<file path="src/rtl/ovca_pkg.sv">
// Shared types and constants of the output VC credit allocator.
package ovca_pkg;

	localparam int FUNC_W = 2;
	localparam int VC_W = 4;
	localparam int VNET_W = 2;
	localparam int CRED_W = 5;
	localparam int CNT_W = 3;

	localparam logic [CRED_W-1:0] CREDITS_RESET = 5'd4;
	localparam logic [CNT_W-1:0] CNT_MAX = 3'd7;

	typedef enum logic [FUNC_W-1:0] {
		FUNC_CREDIT = 2'd0,
		FUNC_ALLOC = 2'd1,
		FUNC_SEND = 2'd2,
		FUNC_QUERY = 2'd3
	} func_t;

	typedef struct packed {
		func_t func;
		logic [VC_W-1:0] vc;
		logic [VNET_W-1:0] vnet;
		logic free_signal;
	} req_t;

endpackage

</file>
<file path="src/rtl/output_vc_credit_allocator.sv">
// An accepted request enters stage one with its memory reads; its result is then registered.
// No request is accepted while another is in stage one doing its read-modify-write of state.
// Each result is shown for one cycle with done high; busy is high in the cycle after acceptance.
// Reset: all VCs idle, every credit count at 4, credits_q at 4, no request in flight.
// The receiver cannot stall; results are never held off.
module output_vc_credit_allocator #(
	parameter int NUM_VNETS = 4,
	parameter int VCS_PER_VNET = 4
) (
	input  logic clk,
	input  logic arst_n,
	input  logic start,
	output logic busy,
	input  logic [ovca_pkg::FUNC_W-1:0] func,
	input  logic [ovca_pkg::VC_W-1:0] vc,
	input  logic [ovca_pkg::VNET_W-1:0] vnet,
	input  logic free_signal,
	input  logic cfg_we,
	input  logic [ovca_pkg::CRED_W-1:0] cfg_wdata,
	output logic done,
	output logic grant_valid,
	output logic [ovca_pkg::VC_W-1:0] granted_vc,
	output logic free_vc_available,
	output logic credit_available,
	output logic [ovca_pkg::CNT_W-1:0] active_count,
	output logic underflow_error
);

	import ovca_pkg::*;

	localparam int TOTAL_VCS = NUM_VNETS * VCS_PER_VNET;
	localparam int VC_SPAN = 1 << VC_W;
	localparam int CRED_DEPTH = (TOTAL_VCS < VC_SPAN) ? TOTAL_VCS : VC_SPAN;
	localparam int CA_W = (CRED_DEPTH > 1) ? $clog2(CRED_DEPTH) : 1;
	localparam int ROW_W = (NUM_VNETS > 1) ? $clog2(NUM_VNETS) : 1;
	localparam int COL_W = (VCS_PER_VNET > 1) ? $clog2(VCS_PER_VNET) : 1;
	localparam int POP_W = $clog2(VCS_PER_VNET + 1) + 1;
	localparam logic [7:0] VPV8 = 8'(VCS_PER_VNET);

	// Row and column of every reachable VC index, worked out at elaboration.
	logic [ROW_W-1:0] row_tab [VC_SPAN];
	logic [COL_W-1:0] col_tab [VC_SPAN];

	for (genvar v = 0; v < VC_SPAN; v++) begin : g_tab
		localparam int ROW_C = (v < TOTAL_VCS) ? (v / VCS_PER_VNET) : 0;
		localparam int COL_C = (v < TOTAL_VCS) ? (v % VCS_PER_VNET) : 0;
		assign row_tab[v] = ROW_W'(ROW_C);
		assign col_tab[v] = COL_W'(COL_C);
	end

	logic accept;
	logic [CRED_W-1:0] credits_q;

	logic valid_s1;
	req_t req_s1;
	logic vc_ok_s1;
	logic vnet_ok_s1;
	logic [ROW_W-1:0] vc_row_s1;
	logic [COL_W-1:0] vc_col_s1;
	logic [ROW_W-1:0] vnet_row_s1;

	logic [ROW_W+VNET_W-1:0] vnet_wide;
	logic [CA_W+VC_W-1:0] vc_wide;
	logic [ROW_W-1:0] vnet_row_in;
	logic [CA_W-1:0] cred_idx_in;
	logic [CA_W-1:0] cred_idx_s1;
	logic vc_ok_in;
	logic vnet_ok_in;

	logic [VCS_PER_VNET-1:0] vnet_row_rd;
	logic [VCS_PER_VNET-1:0] vc_row_rd;
	logic [CRED_W-1:0] cred_rd;

	logic act_we;
	logic [ROW_W-1:0] act_waddr;
	logic [VCS_PER_VNET-1:0] act_wdata;
	logic cred_we;

	logic [VCS_PER_VNET-1:0] vc_row_new;
	logic [VCS_PER_VNET-1:0] vnet_row_new;
	logic [CRED_W-1:0] cred_new;
	logic gv;
	logic [COL_W-1:0] gcol;
	logic uf;
	logic [POP_W-1:0] pop;
	logic [CNT_W-1:0] cnt;
	logic avail;
	logic [7:0] base;
	logic [VC_W-1:0] gvc;

	assign accept = start && !busy;
	assign busy = valid_s1;

	assign vnet_wide = {{ROW_W{1'b0}}, vnet};
	assign vnet_row_in = vnet_wide[ROW_W-1:0];
	assign vc_wide = {{CA_W{1'b0}}, vc};
	assign cred_idx_in = vc_wide[CA_W-1:0];
	assign vc_ok_in = {5'b0, vc} < 9'(TOTAL_VCS);
	assign vnet_ok_in = {3'b0, vnet} < 5'(NUM_VNETS);

	ovca_active_mem #(
		.DEPTH(NUM_VNETS),
		.WIDTH(VCS_PER_VNET),
		.AW(ROW_W)
	) u_active (
		.clk(clk),
		.arst_n(arst_n),
		.raddr_a(vnet_row_in),
		.raddr_b(row_tab[vc]),
		.rdata_a(vnet_row_rd),
		.rdata_b(vc_row_rd),
		.we(act_we),
		.waddr(act_waddr),
		.wdata(act_wdata)
	);

	ovca_credit_mem #(
		.DEPTH(CRED_DEPTH),
		.AW(CA_W)
	) u_credit (
		.clk(clk),
		.arst_n(arst_n),
		.raddr(cred_idx_in),
		.rdata(cred_rd),
		.we(cred_we),
		.waddr(cred_idx_s1),
		.wdata(cred_new)
	);

	always_ff @(posedge clk or negedge arst_n) begin
		if (!arst_n) begin
			credits_q <= CREDITS_RESET;
			valid_s1 <= 1'b0;
			done <= 1'b0;
		end else begin
			if (cfg_we) begin
				credits_q <= cfg_wdata;
			end
			valid_s1 <= accept;
			done <= valid_s1;
		end
	end

	always_ff @(posedge clk) begin
		if (accept) begin
			req_s1 <= '{func: func_t'(func), vc: vc, vnet: vnet, free_signal: free_signal};
			vc_ok_s1 <= vc_ok_in;
			vnet_ok_s1 <= vnet_ok_in;
			vc_row_s1 <= row_tab[vc];
			vc_col_s1 <= col_tab[vc];
			vnet_row_s1 <= vnet_row_in;
			cred_idx_s1 <= cred_idx_in;
		end
	end

	// Modify the rows and count read for the request in stage one and write them back.
	always_comb begin
		cred_new = cred_rd;
		cred_we = 1'b0;
		uf = 1'b0;
		gv = 1'b0;
		gcol = '0;
		vc_row_new = vc_row_rd;
		vnet_row_new = vnet_row_rd;
		act_we = 1'b0;
		act_waddr = vnet_row_s1;
		act_wdata = vnet_row_rd;
		case (req_s1.func)
			FUNC_CREDIT: begin
				if (vc_ok_s1) begin
					cred_we = 1'b1;
					if (cred_rd < credits_q) begin
						cred_new = cred_rd + 5'd1;
					end
					if (req_s1.free_signal) begin
						vc_row_new[vc_col_s1] = 1'b0;
						act_we = 1'b1;
						act_waddr = vc_row_s1;
						act_wdata = vc_row_new;
						// The freed VC may belong to the vnet group being reported.
						if (vnet_ok_s1 && (vc_row_s1 == vnet_row_s1)) begin
							vnet_row_new = vc_row_new;
						end
					end
				end
			end
			FUNC_ALLOC: begin
				if (vnet_ok_s1) begin
					for (int k = 0; k < VCS_PER_VNET; k++) begin
						if (!gv && !vnet_row_rd[k]) begin
							gv = 1'b1;
							gcol = COL_W'(k);
						end
					end
					if (gv) begin
						vnet_row_new[gcol] = 1'b1;
						act_we = 1'b1;
						act_waddr = vnet_row_s1;
						act_wdata = vnet_row_new;
					end
				end
			end
			FUNC_SEND: begin
				if (vc_ok_s1) begin
					if (cred_rd == '0) begin
						uf = 1'b1;
					end else begin
						cred_new = cred_rd - 5'd1;
						cred_we = 1'b1;
					end
				end
			end
			default: begin
			end
		endcase
		if (!valid_s1) begin
			act_we = 1'b0;
			cred_we = 1'b0;
		end
	end

	always_comb begin
		pop = '0;
		for (int k = 0; k < VCS_PER_VNET; k++) begin
			pop = pop + POP_W'(vnet_row_new[k]);
		end
	end

	assign cnt = (pop > POP_W'(CNT_MAX)) ? CNT_MAX : CNT_W'(pop);
	assign avail = vnet_ok_s1 && !(&vnet_row_new);
	assign base = {6'b0, req_s1.vnet} * VPV8;
	assign gvc = base[VC_W-1:0] + VC_W'({3'b0, gcol});

	always_ff @(posedge clk) begin
		if (valid_s1) begin
			grant_valid <= gv;
			granted_vc <= gv ? gvc : '0;
			free_vc_available <= avail;
			credit_available <= vc_ok_s1 && (cred_new != '0);
			active_count <= vnet_ok_s1 ? cnt : '0;
			underflow_error <= uf;
		end
	end

endmodule

</file>
<file path="src/rtl/ovca_active_mem.sv">
// Active-mark memory: one row of VC marks per vnet, two read ports, one write port.
module ovca_active_mem #(
	parameter int DEPTH = 4,
	parameter int WIDTH = 4,
	parameter int AW = 2
) (
	input  logic clk,
	input  logic arst_n,
	input  logic [AW-1:0] raddr_a,
	input  logic [AW-1:0] raddr_b,
	output logic [WIDTH-1:0] rdata_a,
	output logic [WIDTH-1:0] rdata_b,
	input  logic we,
	input  logic [AW-1:0] waddr,
	input  logic [WIDTH-1:0] wdata
);

	logic [WIDTH-1:0] mem [DEPTH];
	logic [DEPTH-1:0] valid_q;
	logic [WIDTH-1:0] rd_a_q;
	logic [WIDTH-1:0] rd_b_q;
	logic rv_a_q;
	logic rv_b_q;

	always_ff @(posedge clk) begin
		if (we) begin
			mem[waddr] <= wdata;
		end
		rd_a_q <= mem[raddr_a];
		rd_b_q <= mem[raddr_b];
	end

	// A row that was never written reads as all idle.
	always_ff @(posedge clk or negedge arst_n) begin
		if (!arst_n) begin
			valid_q <= '0;
			rv_a_q <= 1'b0;
			rv_b_q <= 1'b0;
		end else begin
			if (we) begin
				valid_q[waddr] <= 1'b1;
			end
			rv_a_q <= valid_q[raddr_a];
			rv_b_q <= valid_q[raddr_b];
		end
	end

	assign rdata_a = rv_a_q ? rd_a_q : '0;
	assign rdata_b = rv_b_q ? rd_b_q : '0;

endmodule

</file>
<file path="src/rtl/ovca_credit_mem.sv">
// Credit count memory: one entry per VC, one read port, one write port.
module ovca_credit_mem #(
	parameter int DEPTH = 16,
	parameter int AW = 4
) (
	input  logic clk,
	input  logic arst_n,
	input  logic [AW-1:0] raddr,
	output logic [ovca_pkg::CRED_W-1:0] rdata,
	input  logic we,
	input  logic [AW-1:0] waddr,
	input  logic [ovca_pkg::CRED_W-1:0] wdata
);

	import ovca_pkg::*;

	logic [CRED_W-1:0] mem [DEPTH];
	logic [DEPTH-1:0] valid_q;
	logic [CRED_W-1:0] rd_q;
	logic rv_q;

	always_ff @(posedge clk) begin
		if (we) begin
			mem[waddr] <= wdata;
		end
		rd_q <= mem[raddr];
	end

	// An entry that was never written holds the reset credit count.
	always_ff @(posedge clk or negedge arst_n) begin
		if (!arst_n) begin
			valid_q <= '0;
			rv_q <= 1'b0;
		end else begin
			if (we) begin
				valid_q[waddr] <= 1'b1;
			end
			rv_q <= valid_q[raddr];
		end
	end

	assign rdata = rv_q ? rd_q : CREDITS_RESET;

endmodule
</file>
<file path="config.mk">
export PLATFORM = sky130hd
export DESIGN_NAME = output_vc_credit_allocator
export DESIGN_NICKNAME = d
export VERILOG_FILES = /design/src/rtl/ovca_pkg.sv /design/src/rtl/output_vc_credit_allocator.sv /design/src/rtl/ovca_active_mem.sv /design/src/rtl/ovca_credit_mem.sv
export SDC_FILE = /design/constraint.sdc
export NUM_CORES = 1
export LEC_CHECK = 0
export BUFFER_PORTS_ARGS = -buffer_cell sky130_fd_sc_hd__buf_2
export CORE_ASPECT_RATIO = 0.75
export CORE_MARGIN = 1.5
export CORE_UTILIZATION = 40
export DETAILED_ROUTE_END_ITERATION = 16
export PLACE_DENSITY = 0.64
export SLEW_MARGIN = 30
export SYNTH_ARGS = -nofsm -noshare
export SYNTH_HDL_FRONTEND = slang
export SYNTH_SLANG_ARGS = --single-unit
export TNS_END_PERCENT = 50
</file>
<file path="constraint.sdc">
create_clock -name clk -period 5.5 [get_ports clk]
set_input_delay 0.825 -clock clk [delete_from_list [all_inputs] [get_ports clk]]
set_output_delay 0.825 -clock clk [all_outputs]
set_load 0.01 [all_outputs]
</file>
Word-level counts from Yosys, hierarchy flattened. Memory sizes are Yosys's and may differ from the RTL's. A register that Yosys moved wholly into a read port is not among the register bits. Cells that the tools add are included.

Order comparisons: 14. $add $sub $neg: 6. Reduce and logical (&&, ||, !) cells: 20. Eq/ne operators: 3. Bitwise operators: 6. Multiplexer cells: 56.

Operators by type and width (count): $mux 1 (27); $mux 4 (6); $mux 2 (8); $or 16x16->16 (1); $pmux 4 s2 (2); $lt 2x3->1 const B (5); $mux 5 (3); $lt 4x5->1 const B (2); $pmux 5 s2 (1); $logic_and 1x1->1 (8); $logic_not 1->1 (8); $or 4x4->4 (2); $demux 1 s2 (3); $ge 2x1->1 const B (3); $add 5x1->5 const B (1); $ge 5x5->1 const B (1); $logic_not 5->1 (1); $lt 5x5->1 (1); $not 4->5 (1); $reduce_bool 5->1 (1); $sub 5x1->5 const B (1); $add 3x1->4 (1); $add 4x2->4 (1); $and 4x4->4 (1); other kinds (14) (16).

Memories kept: 4. Bits in writable memories: 96. Output and inout bits: 13. Flip-flop bits (word level): 52. ROM bits: 64. Logic and storage cells: 128. Input port bits: 18.

Memory list: u_credit.mem (words 16, bits a word 5, rd ports 1, clocked after Yosys merged registers in 1, write ports 1, RTL line ovca_credit_mem.sv:17) `logic [CRED_W-1:0] mem [DEPTH];`; (name not given) (words 16, bits a word 2, rd ports 1, clocked after Yosys merged registers in 1, write ports 0, RTL line output_vc_credit_allocator.sv:150) `vc_col_s1 <= col_tab[vc];`; (name not given) (words 16, bits a word 2, rd ports 1, clocked after Yosys merged registers in 0, write ports 0, RTL line output_vc_credit_allocator.sv:149) `vc_row_s1 <= row_tab[vc];`; u_active.mem (words 4, bits a word 4, rd ports 2, clocked after Yosys merged registers in 2, write ports 1, RTL line ovca_active_mem.sv:18) `logic [WIDTH-1:0] mem [DEPTH];`.

Longest topological paths before layout.
Word-level depth: 26. Gate-level depth with buffers: 11. Gate-level depth less buffers: 10.

By module. A second synthesis with hierarchy kept.

Cell total of the unflattened synthesis: 441. Area total of the unflattened synthesis: 6852.8 sq um.

By module, submodules not included: ovca_credit_mem (sequential area each 2927.8 sq um, cells an instance 199, area each 3960.0 sq um, instances 1); output_vc_credit_allocator (sequential area each 777.0 sq um, cells an instance 183, area each 1747.9 sq um, instances 1); ovca_active_mem (sequential area each 790.8 sq um, cells an instance 59, area each 1144.8 sq um, instances 1).

Worst setup path before layout. OpenSTA, ideal clock, no wires.

Path type: register to register. Start: register u_credit.rv_q. End: register credit_available, data pin. Cell stages (with the launch flop): 9. Setup time: 0.272 ns. Slack: 2.739 ns. Data required time: 5.228 ns. Data arrival time: 2.489 ns. Buffers on the path: 0. Period minus slack after synthesis: 2.761 ns. Cells stage by stage: dfrtp_1 -> and2_2 -> ha_1 -> a21oi_1 -> o21ai_0 -> nor2_1 -> mux2i_1 -> o21ai_0 -> or4_1.

Word-level cells in the longest chain between the ends: 5. Elaborated cells on any way between the ends: 9. Those cells by class: 2 x add/sub; 1 x order compare; 4 x mux; 2 x reduce/logical.

RTL lines: start, declared (RTL line ovca_credit_mem.sv:20) `logic rv_q;`; start signal, assigned (RTL line ovca_credit_mem.sv:38) `rv_q <= valid_q[raddr];`; $mux 5 (*) (RTL line ovca_credit_mem.sv:42) `assign rdata = rv_q ? rd_q : CREDITS_RESET;`; $sub 5x1->5 (tied with other cells) (RTL line output_vc_credit_allocator.sv:208) `cred_new = cred_rd - 5'd1;`; $mux 5 (on tied branches) (RTL line output_vc_credit_allocator.sv:205, output_vc_credit_allocator.sv:172); $pmux 5 s2 (*) (RTL line output_vc_credit_allocator.sv:168) `case (req_s1.func)`; named net cred_new[3] (RTL line output_vc_credit_allocator.sv:81) `logic [CRED_W-1:0] cred_new;`; $reduce_bool 5->1 (*) (RTL line output_vc_credit_allocator.sv:239) `credit_available <= vc_ok_s1 && (cred_new != '0);`; end signal, assigned (RTL line output_vc_credit_allocator.sv:239); end, declared (RTL line output_vc_credit_allocator.sv:24) `output logic credit_available,`.

The timed path passes the listed nets; every way through them passes the cells marked *. A chain may end at the register's enable or synchronous reset.

Worst setup path in the final report. Same ends and word-level chain as after synthesis.

==> impl_metrics.toml <==
[global_route]
met1_usage_pct = 23.6
grtUsageTotal_pct = 16.5
grt-ovfl-total = 0
grt_pass1_vias = 3746
antenna_found_initial = 0
grt-busiest-layer = "met2"
grt_util_met3_pct = 5.01
grt_max_degree = 31
grt_use_met2_pct = 24.3
grt_first_pass_wirelength_microns = 21400

[pwr]
p_per_area_mw_per_mm2 = 383
clockPowerShare_pct = 37.7
pwr-share-seq_pct = 50.0
p_int_w = 0.00220
combPwrFrac_pct = 12.3
p_sw_share_pct = 25.3
ir_drop_v = 0.000219
p_leak_nw = 2.73
total_power_w = 0.00294
power_switching_w = 0.000746

[die]
dieHeight_microns = 116
core_sq_mm = 0.0163
rows = 40
ios = 31
initial_core_util_pct = 41.5
die_area_sq_mm = 0.0177
fp.dieW_microns = 153

[run_status]
status = "finished, violations left"
violations = "design-rule violations"

[final_layout]
antennaDiodeCount = 0
postLayoutCoreUtil_pct = 47.3
fillers = 1350
fin_nets = 484
drive_gt1_share_pct = 25.9
syn_to_final_growth_pct = 13.8

[cts]
cts_tree = "built"
cts_inserted_buffers = 17
clock_sinks = 159
htree_levels = 4
clk_transition_reported_paths_ns = 0.06
clk_path_buf_depth = 2
post_cts_buffers = 0
insertion_delay_ns = 0.42
cts-hold-fix-buffers = 0
cts_resized = 0
clockRootBuffer = "clkbuf_16"

[routing]
dr_total_vias = 3765
post-route-drc-count = 5
wl_per_cell_microns = 20.2
ant_nets = 0
drt-pass1-iter-count = 11
via_per_inst = 5.55
drtIter0Drc = 313
wl_microns = 13700

[timing]
slew_headroom_pct = 40.6
whs_ns = 0.456
fmax_mhz = 297
fin_crit_sh_pct = 61.2
setup-tns-final_ns = 0
finalMaxSlewViolations = 0
period_minus_slack_ns = 3.37
setup_viol = 0
clock-skew-final_ns = 0.00895
finalHoldViolations = 0
worst_slew_pin_slew_ns = 0.884
rsz0062_at_grt = "false"

[critical_path]
startpoint_type = "flip-flop"
path_max_fanout = 9
crit-reg2reg-launch = "u_credit.rv_q"
worst_ep_arrival_time_ns = 3.53
rrSetupSlack_ns = 2.13
cp_data_required_time_ns = 5.66
worstSetupPathType = "reg -> reg"
crit_path_start = "u_credit.rv_q"
crit_path_end_kind = "flip-flop"

[yosys]
synth-compound-area-share_pct = 6.57
synth_top_family_by_area = "multiplexers"
synth_xor_area_share_pct = 0.389
syn_area_per_cell_sq_um = 15.9
syn_nets = 455
synth_edf_count = 116
ys_ff_latch = 159
async_flop_share_pct = 18.9
syn-cell-area_sq_mm = 0.00676
synth_area_leader_cell = "edfxtp_1"
ys_seq_area_share_pct = 66.5
yosys-top-cells-area = "edfxtp_1 52%, mux4_2 13%, dfrtp_1 11%"
synth.distinct_cells = 55
synth_flop_cell = "edfxtp_1"
synthSimpleGateAreaFrac_pct = 7.70
synth_top_cell_area_share_pct = 51.6
synthAdderAreaFrac_pct = 2.15
muxShareOfSynthArea_pct = 14.4
yosysWarnings = 0
synthCells = 426

[placement]
place.gp.congestion = 0.881
dp_hpwl_microns = 9370
numPortBuffers = 30

[job]
cap_violations = 0

[hold_path]
hold_path.class = "in -> async"
[cell usage after synthesis, types with 2 or more instances]
cell and instances:
and3_1 2, nor3b_1 2, nand4_1 2, mux4_2 40, nor3_1 5, mux2_2 2, edfxtp_1 116, clkbuf_1 14
and2_2 3, nand2b_1 7, nor2_1 28, a21oi_1 14, nor4b_1 2, inv_1 14, o21a_1 2, buf_1 4
nand3_1 7, mux2i_1 5, nand2_1 25, ha_1 10, buf_2 4, a31oi_1 2, and2_1 3, o21bai_1 15
o21ai_0 19, a31o_2 2, xnor2_1 3, nor4_1 2, dfxtp_1 13, or2_2 3, dfrtp_1 29, nor2b_1 4
[worst max-delay path, cell delays in order (launching register included)]
cell and delay (ns):
dfrtp_1 0.46, nand2b_1 0.24, ha_1 0.37, a21oi_1 0.06, o21ai_0 0.49, nor2_1 0.24, mux2i_1 0.20, o211ai_1 0.26
buf_4 0.29, or4_1 0.50
[path summary, 6_finish.rpt]
kind                                              to  depth (start not counted)
worst min-delay path                    credits_q[1]                          1
max in group asynchronous       u_credit.valid_q[11]                          1
worst min register to register   u_credit.valid_q[2]                          2
worst max-delay path                credit_available                          9
min in group clk                 u_credit.valid_q[2]                          2
worst max register to register      credit_available                          9
[state kept, by name, summed over array words and instances (netlist names), 2 cells and up]
register and cells:
u_credit.mem 80, u_active.mem 16, u_credit.valid_q 16, credits_q 5, u_credit.rd_q 5, granted_vc 4, u_active.rd_a_q 4, u_active.rd_b_q 4
u_active.valid_q 4, active_count 3, req_s1 3, vc_row_s1 2, vnet_row_s1 2
[final cells by class]
class                   count  area, sq um  share of cell area, %
multi-input cells         230         2120                   27.6
well taps                 210          263                   3.42
inverters                  14         52.6                  0.683
flip-flops and latches    159         4500                   58.5
repair buffers             33          193                   2.51
clock buffers              18          429                   5.58
clock inverters            14          136                   1.77
[cell usage in the layout, fill, tap and decap left out, types with 7 or more instances in the layout]
master     netlist  routed
dfxtp_1         13      13
nand2b_1         7       7
nor2_1          28      28
o21bai_1        15      15
a21oi_1         14      14
ha_1            10      10
clkbuf_16        0      17
dfrtp_1         29      29
inv_1           14      14
nand2_1         25      25
mux4_2          40      40
buf_2            4      30
o21ai_0         19      19
edfxtp_1       116     116
nand3_1          7       7
[per-layer routing]
metal / wire, microns / share of wire [%]
met4: 119 / 0.87
met5: 0 / 0
met2: 6260 / 46
met1: 6430 / 47
met3: 896 / 6.5
[power groups by stage]
stage | sequential [W] | combinational, W | clock [W]
6_report | 0.00147 | 0.000361 | 0.00111
5_1_grt | 0.00148 | 0.000400 | 0.00118
4_1_cts | 0.00147 | 0.000360 | 0.00113
3_5_place_dp | 0.00150 | 0.000359 | 0
3_3_place_gp | 0.00149 | 0.000344 | 0
2_1_floorplan | 0.00148 | 0.000259 | 0
[cell families (layout without fill, tap and decap cells)]
kind of cell    after synthesis  after routing
flops                       159            159
compound gates               68             68
mux                          47             47
fa+ha+maj                    11             11
simple gates                101            101
xor+xnor                      3              3
buf+inv                      37             79
[through the flow]
step	instance area, sq um	setup slack (ns)	cells
floorplan	6760	2.74	426
global placement	7080	2.25	644
detailed placement	7100	2.24	645
CTS	7660	2.20	677
global route	7690	1.89	678
finish	7690	2.13	678
No activity file was read; power rests on OpenSTA's default activity.
